<file path="config.mk">
export PLATFORM = sky130hd
export DESIGN_NAME = mwcs_front
export DESIGN_NICKNAME = d
export VERILOG_FILES = /design/src/rtl/mwcs_pkg.sv /design/src/rtl/mwcs_front.sv
export SDC_FILE = /design/constraint.sdc
export NUM_CORES = 1
export LEC_CHECK = 0
export BUFFER_PORTS_ARGS = -buffer_cell sky130_fd_sc_hd__buf_4
export CAP_MARGIN = 10
export CORE_ASPECT_RATIO = 0.75
export CORE_MARGIN = 2
export CORE_UTILIZATION = 34
export CTS_CLUSTER_SIZE = 20
export DETAILED_ROUTE_END_ITERATION = 6
export GPL_ROUTABILITY_DRIVEN = 0
export PLACE_DENSITY_LB_ADDON = 0.08
export SYNTH_ARGS = -nofsm -noshare
export SYNTH_HDL_FRONTEND = slang
export SYNTH_SLANG_ARGS = --single-unit
</file>
<file path="constraint.sdc">
create_clock -name i_clk -period 8 [get_ports i_clk]
set_input_delay 0.8 -clock i_clk [delete_from_list [all_inputs] [get_ports i_clk]]
set_output_delay 0.8 -clock i_clk [all_outputs]
set_load 0.05 [all_outputs]
</file>
<file path="src/rtl/mwcs_pkg.sv">
package mwcs_pkg;

    // Number of component images that enter the model sum.
    localparam int COMPONENTS = 4;
    // Number of weight registers and component ports.
    localparam int NUM_WEIGHTS = 4;

    localparam int PIX_W     = 24;
    localparam int WEIGHT_W  = 24;
    localparam int CFG_IDX_W = 8;
    localparam int CHI_W     = 63;

    // Model sum and numerator magnitude fit in 50 bits (Q.16).
    localparam int MODEL_W = 50;
    localparam int HALF_W  = MODEL_W / 2;
    // Multiplier operand and product widths.
    localparam int MUL_W  = 27;
    localparam int PROD_W = 2 * MUL_W;
    // Divisor is the denominator shifted left by 8.
    localparam int DEN_W = MODEL_W + 8;
    // Square of the numerator magnitude.
    localparam int SQ_W = 2 * MODEL_W;
    // Quotient bits produced by the divider.
    localparam int QUO_W = CHI_W;

    localparam int QUEUE_DEPTH = 2;
    localparam int QPTR_W      = $clog2(QUEUE_DEPTH);
    localparam int CNT_W       = 6;
    localparam int CIDX_W      = (NUM_WEIGHTS > 1) ? $clog2(NUM_WEIGHTS) : 1;

    localparam logic [WEIGHT_W-1:0] WEIGHT_RESET = WEIGHT_W'(65536);
    localparam logic [CHI_W-1:0]    CHI_MAX      = {CHI_W{1'b1}};

    typedef logic signed [PIX_W-1:0] t_pixel;
    typedef logic [WEIGHT_W-1:0]     t_weight;

    typedef struct packed {
        logic [NUM_WEIGHTS-1:0][PIX_W-1:0] comp;
        logic [PIX_W-1:0]                  ref_px;
        logic                              last;
        logic                              masked;
    } t_item;

endpackage

</file>
<file path="src/rtl/mwcs_front.sv">
module mwcs_front (
    input  logic                  i_clk,
    input  logic                  i_rst_n,
    input  logic                  i_valid,
    output logic                  o_ready,
    input  mwcs_pkg::t_pixel      i_ref_pixel,
    input  mwcs_pkg::t_pixel      i_comp_pixel_0,
    input  mwcs_pkg::t_pixel      i_comp_pixel_1,
    input  mwcs_pkg::t_pixel      i_comp_pixel_2,
    input  mwcs_pkg::t_pixel      i_comp_pixel_3,
    input  logic                  i_last_pixel,
    output mwcs_pkg::t_item       o_item,
    output logic                  o_item_valid,
    input  logic                  i_pop
);
    import mwcs_pkg::*;

    t_item               r_mem [QUEUE_DEPTH];
    logic [QPTR_W-1:0]   r_wr_ptr;
    logic [QPTR_W-1:0]   r_rd_ptr;
    logic [QPTR_W:0]     r_count;
    t_item               w_item;
    logic                w_push;
    logic                w_pop;

    // Classify the pixel on entry: a zero reference marks it as masked.
    always_comb begin
        w_item.ref_px  = i_ref_pixel;
        w_item.comp[0] = i_comp_pixel_0;
        w_item.comp[1] = i_comp_pixel_1;
        w_item.comp[2] = i_comp_pixel_2;
        w_item.comp[3] = i_comp_pixel_3;
        w_item.last    = i_last_pixel;
        w_item.masked  = (i_ref_pixel == '0);
    end

    assign o_ready      = (r_count != (QPTR_W + 1)'(QUEUE_DEPTH));
    assign o_item_valid = (r_count != '0);
    assign o_item       = r_mem[r_rd_ptr];
    assign w_push       = i_valid && o_ready;
    assign w_pop        = i_pop && o_item_valid;

    always_ff @(posedge i_clk) begin
        if (w_push) begin
            r_mem[r_wr_ptr] <= w_item;
        end
    end

    always_ff @(posedge i_clk) begin
        if (!i_rst_n) begin
            r_wr_ptr <= '0;
            r_rd_ptr <= '0;
            r_count  <= '0;
        end else begin
            if (w_push) begin
                r_wr_ptr <= r_wr_ptr + 1'b1;
            end
            if (w_pop) begin
                r_rd_ptr <= r_rd_ptr + 1'b1;
            end
            if (w_push && !w_pop) begin
                r_count <= r_count + 1'b1;
            end else if (w_pop && !w_push) begin
                r_count <= r_count - 1'b1;
            end
        end
    end

endmodule

</file>
==> run summary, run 1 <==
Type of the worst setup path: reg2out
Core Box Area: 27100 um2
Reg2reg end: r_mem[1][2]
Hold path startpoint: i_comp_pixel_3[8]
Drt via density: 4.49
DRC: 0
WP buf/inv: 2
Setup ws final: 4.69 ns
Initial DRT Pass Iterations: 4
Most frequent cells in the layout: buf_4 (252), edfxtp_1 (244), mux2_4 (80), mux2_2 (42), clkbuf_16 (27)
Die Wd: 196 um
Nets: 806
Seq cells post-synth: 249
TritonCTS clock tree: yes
Fin crit period: 3.31 ns
Yosys cell types: 26
Cell Chain, Critical Path: buf_4 -> mux2_2 -> buf_4
Final WL: 19200 um
Share of cells above drive strength 1: 0.595
Int Power: 2.87 mW
Antenna Violating Nets Remaining: 0
Status: completed
Clock Path Buffers: 3
Syn Nets: 539
Via Count: 4703
Most used cell, CP: buf_4
Top Family by Delay on Critical Path: buffers and inverters
Final hold vios: 0
Die Y: 148 um
Reg-to-reg critical path startpoint: r_count[0]
WHS: 0.466 ns
Reg clk slew, reported paths: 0.06 ns
Synthesized area: 9430 um2
Reg2reg setup slack: 5.32 ns
Max-slew headroom: 0.381
Buffers on Ports: 248
Area grow syn2layout: 31.6%
# IOs: 249
Max Fanout on Critical Path: 50
Initial drt markers: 233
# Post-CTS Setup Buffers: 0
Setup violators final: 0
WL per Instance: 18.4 um
Hold depth: 1
Maxcap violations: 0
Worst Tran Pin Value: 0.929 ns
Gr usage total: 0.128
CP max stage delay: 0.75 ns
Fillers: 2371
Worst Reg-to-Reg Cells: 3
YS warnings: 0
H-tree depth: 1
Clock group share of total power: 0.246
Initial core utilization: 0.348
Switch Pwr: 1.60 mW
Static Leakage: 4.71 nW
Leading cell type in the layout, fill and taps excluded: buf_4
HPWL after DPL: 12700 um
Worst Path Required: 7.20 ns
Clock sinks: 249
# diodes: 0
Vias in the first global route: 5059
Global-route wire length before repair: 28900 um
Tcrit/Tclk final: 0.414
Slowest cell on the critical path: buf_4
Row count: 52
Mapped Cells: 413
Initial antenna violation count: 0
Root buffer cell: clkbuf_16
CP startpoint kind: flop
Total negative slack: 0 ns
Pre-CTS WS: 4.96 ns
RSZ-0062 raised after global routing: no
Comb power frac: 0.376
Max Clock Freq: 302 MHz
Clk_lat worst skew: 0.51 ns
Hold_buf cts: 0
Total grt overflow: 0
Register area share after synthesis: 0.787
Inserted Clock Buffers: 27
Peak VDD IR: 189 uV
Cell area power density: 360 nW/um2
Worst Hold Class: in2reg
Hold Path End: r_mem[1][106]
Crit end category: output pin
Fin. max-slew vios: 0
DIE AREA: 29100 um2
Post-CTS sizing: 0
Skew final: 0.00961 ns
Largest net degree at the start of global routing: 67
Seq pwr share: 0.378
Switching share of power: 0.357
Syn Area/Cell: 22.8 um2
WP data arrival: 2.51 ns
==> metal layers <==
metal  track usage  share of wire  vias up
met4        0.0402          0.028        0
li1              -              -     2183
met3        0.0413          0.077       39
met2         0.202           0.46      173
met5             0              0        -
met1         0.170           0.44     2308
==> layout make-up <==
cell class,instances,area [um2],share of cell area
clock inverter,13,82.6,0.00665
tap,351,439,0.0354
clock buffer,32,694,0.0559
timing repair buffer,252,1890,0.152
multi-input combinational,149,1870,0.151
sequential,249,7430,0.599
inverter,1,6.26,0.000504
==> power groups by stage <==
| stage | sequential [mW] | combinational, mW | clock, mW |
|---|---|---|---|
| after global placement | 1.71 | 1.69 | 0 |
| final | 1.69 | 1.68 | 1.10 |
| after detailed placement | 1.72 | 1.70 | 0 |
| after global routing | 1.71 | 1.75 | 1.20 |
| after floorplan | 1.71 | 1.28 | 0 |
| after CTS | 1.69 | 1.71 | 1.15 |
==> through the flow <==
step,util,std cells,cell area [um2],power [mW]
after floorplan,-,413,9430,2.99
after global placement,0.429,1002,11600,3.41
after detailed placement,0.429,1002,11600,3.42
after CTS,0.458,1047,12400,4.54
after global routing,0.458,1047,12400,4.66
final,0.458,1047,12400,4.47
==> synth_stat cells, drive strengths merged <==
library cell,n,area share
a21bo,1,0.0011
o21ai,2,0.0011
nand2b,1,0.0015
mux2,122,0.18
nor2,1,0.00040
nand3b,1,0.00080
buf,14,0.014
nor4,6,0.0040
xor2,1,0.00093
or2,1,0.00066
nand4,1,0.00066
and3,1,0.00066
xnor2,2,0.0019
edfxtp,244,0.78
and2,4,0.0027
dfxtp,5,0.011
nand2,1,0.00040
ha,1,0.0013
a21boi,2,0.0016
inv,1,0.00040
or3,1,0.00066
==> cells by family after synthesis <==
logic type | count (synthesis) | synth area share
DFF | 249 | 0.787
buffers and inverters | 15 | 0.0149
adders and majority gates | 1 | 0.00133
and+or+nand+nor | 18 | 0.0123
xor gates and xnor gates | 3 | 0.00279
AOI/OAI and AO/OA | 5 | 0.00371
muxes | 122 | 0.178
==> flip-flops by register name (all words and copies together), names as in the netlist, named ones only <==
register,flops
r_wr_ptr,1
r_mem,244
r_count,2
r_rd_ptr,1
==> how the worst max path moves through the flow <==
| stage | start | end | slack [ns] | cells after the start |
|---|---|---|---|---|
| 4_1_cts | flop | o_item[102] | 4.60 | 3 |
| 3_3_place_gp | i_valid | r_mem[1][3] | 5.00 | 3 |
| 6_report | flop | o_item[102] | 4.69 | 3 |
| 2_1_floorplan | i_valid | r_mem[1][0] | 3.84 | 1 |
| 3_5_place_dp | i_valid | r_mem[1][24] | 4.96 | 3 |
| 5_1_grt | flop | o_item[102] | 4.54 | 3 |
No activity file was read; power rests on OpenSTA's default activity.
==> run 2: changes to the inputs <==
==> constraint.sdc (replaced) <==
create_clock -name i_clk -period 3 [get_ports i_clk]
set_input_delay 0.3 -clock i_clk [delete_from_list [all_inputs] [get_ports i_clk]]
set_output_delay 0.3 -clock i_clk [all_outputs]
set_load 0.05 [all_outputs]
==> run 2 against run 1 <==
Global-route usage grew 0.38 points. First-iteration DRC count grew 9.4%. Cell count grew 12%. Sequential power grew to 2.6 times the previous value. Combinational power grew to 2.8 times the previous value. Highest routed layer unchanged. Design area grew 11%. Register-to-register slack lost 4.3 ns. Power grew to 2.7 times the previous value. Non-clock buffer count grew 123. Sequential share of layout area shrank 5.7 points.
==> run summary, run 2 (synthesis results as in run 1) <==
Cell area power density: 888 nW/um2 (+150%)
Peak VDD IR: 584 uV (+210%)
Seq pwr share: 0.366 (-0.012)
Final hold vios: 0 (unchanged)
Static Leakage: 5.24 nW (+11%)
Die Wd: 196 um (unchanged)
Tcrit/Tclk final: 0.746
Final Cell Area: 13700 um2 (+11%)
Fin util: 0.506 (+0.0485)
WP data arrival: 1.94 ns (-0.57 ns)
Gr usage total: 0.132 (+0.00383)
Drt via density: 4.41 (-1.8%)
Vias in the first global route: 5504 (+8.8%)
Row count: 52 (unchanged)
Inserted Clock Buffers: 27 (unchanged)
Total negative slack: 0 ns (unchanged)
Largest net degree at the start of global routing: 70 (+4.5%)
Switch Pwr: 4.30 mW (+170%)
Die Y: 148 um (unchanged)
Skew final: 0.00750 ns (-0.00212 ns)
Max Clock Freq: 447 MHz
Buffers on Ports: 248 (unchanged)
Comb power frac: 0.384 (+0.008)
Largest Register: r_mem
Clock sinks: 249 (unchanged)
Clk_lat worst skew: 0.51 ns (about the same)
Post-DP Area: 11700 um2 (+0.57%)
Clock group share of total power: 0.249 (+0.003)
Worst Tran Pin Value: 0.961 ns (+0.0319 ns)
Setup violators final: 0 (unchanged)
TritonCTS clock tree: yes
Top Family by Delay on Critical Path: buffers and inverters
DRC: 0 (unchanged)
Slowest cell on the critical path: mux2_2
Pre-CTS WS: 0.994 ns (-3.97 ns)
Root buffer cell: clkbuf_16
Type of the worst setup path: reg2out
Worst Path Required: 2.70 ns (-4.50 ns)
Global-route wire length before repair: 30200 um (+4.4%)
WP buf/inv: 2 (unchanged)
Clock Path Buffers: 3 (unchanged)
WHS: 0.0274 ns (-0.439 ns)
Nets: 929 (+15%)
Core Box Area: 27100 um2 (unchanged)
Reg clk slew, reported paths: 0.05 ns (about the same)
WL per Instance: 16.8 um (-8.5%)
Int Power: 7.89 mW (+170%)
# diodes: 0 (unchanged)
Initial core utilization: 0.348 (unchanged)
Antenna Violating Nets Remaining: 0 (unchanged)
HPWL after DPL: 12500 um (-2.0%)
RSZ-0062 raised after global routing: no
Area grow syn2layout: 45.6%
Switching share of power: 0.353 (-0.00457)
Post-CTS sizing: 0 (unchanged)
Via Count: 5167 (+9.9%)
Maxcap violations: 0 (unchanged)
Total grt overflow: 0 (unchanged)
Share of cells above drive strength 1: 0.509 (-0.0863)
CP max stage delay: 0.40 ns (-0.35 ns)
Most frequent cells in the layout: buf_4 (250), edfxtp_1 (244), dlygate4sd3_1 (121), mux2_4 (80), mux2_2 (42)
Initial antenna violation count: 0 (unchanged)
Fin crit period: 2.24 ns
Fin. max-slew vios: 0 (unchanged)
Status: completed
# IOs: 249 (unchanged)
Leading cell type in the layout, fill and taps excluded: buf_4
Crit end category: output pin
Initial drt markers: 255 (+9.4%)
H-tree depth: 1 (unchanged)
Max reg flops: 244 (unchanged)
CP startpoint kind: flop
Cell Chain, Critical Path: buf_12 -> mux2_2 -> buf_4
Setup ws final: 0.761 ns (-3.93 ns)
Initial DRT Pass Iterations: 4 (unchanged)
Max Fanout on Critical Path: 64 (+28%)
Final WL: 19700 um (+2.4%)
Biggest regs: r_mem x244, r_count x2
Max-slew headroom: 0.359 (-0.0213)
Worst Hold Class: in2reg
DIE AREA: 29100 um2 (unchanged)
[run 2: power groups by stage]
stage | Sequential [mW] | Combinational [mW] | Clock (mW)
floorplan | 4.52 | 3.42 | 0
global route | 4.50 | 4.89 | 3.30
detailed placement | 4.54 | 4.61 | 0
finish | 4.46 | 4.69 | 3.04
CTS | 4.47 | 4.75 | 3.15
global placement | 4.52 | 4.59 | 0
[run 2: path summary, 6_finish.rpt]
path | start | to | slack, ns | cells after the start
max | flop | o_item[101] | 0.76 | 3
min | i_rst_n | r_rd_ptr | 0.03 | 2
max reg2reg | r_count[0] | r_mem[0][45] | 1.00 | 4
min reg2reg | r_count[1] | r_count[1] | 0.58 | 2
[run 2: metrics by stage]
step | cells | power, mW
after floorplan | 413 | 7.94
after global placement | 1004 | 9.10
after detailed placement | 1004 | 9.14
after CTS | 1171 | 12.4
after global routing | 1171 | 12.7
final | 1171 | 12.2
[run 2: layout make-up]
class / instances / area, um2
multi-input combinational: 149 / 1870
clock inverter: 13 / 118
sequential: 249 / 7430
inverter: 1 / 7.51
timing repair buffer: 375 / 3170
fill: 2233 / 13400
clock buffer: 33 / 698
tap: 351 / 439
[run 2: worst register-to-register path: stages, from the launching register on]
cell and delay [ns]:
dfxtp_1 0.41, nand2b_4 0.19, nand3b_1 0.13, clkinvlp_4 0.10, buf_4 0.68
[run 2: timing repair]
item,4_1_cts,5_1_grt
setup buffers,0,0
hold endpoints to repair,242,0
hold buffers,121,0
[run 2: per-layer routing]
| metal | GRT usage | vias to the layer above | part of all wire |
|---|---|---|---|
| met2 | 0.220 | 157 | 0.47 |
| met5 | 0 | - | 0 |
| met4 | 0.0322 | 0 | 0.019 |
| met1 | 0.176 | 2556 | 0.45 |
| li1 | - | 2426 | - |
| met3 | 0.0317 | 28 | 0.057 |
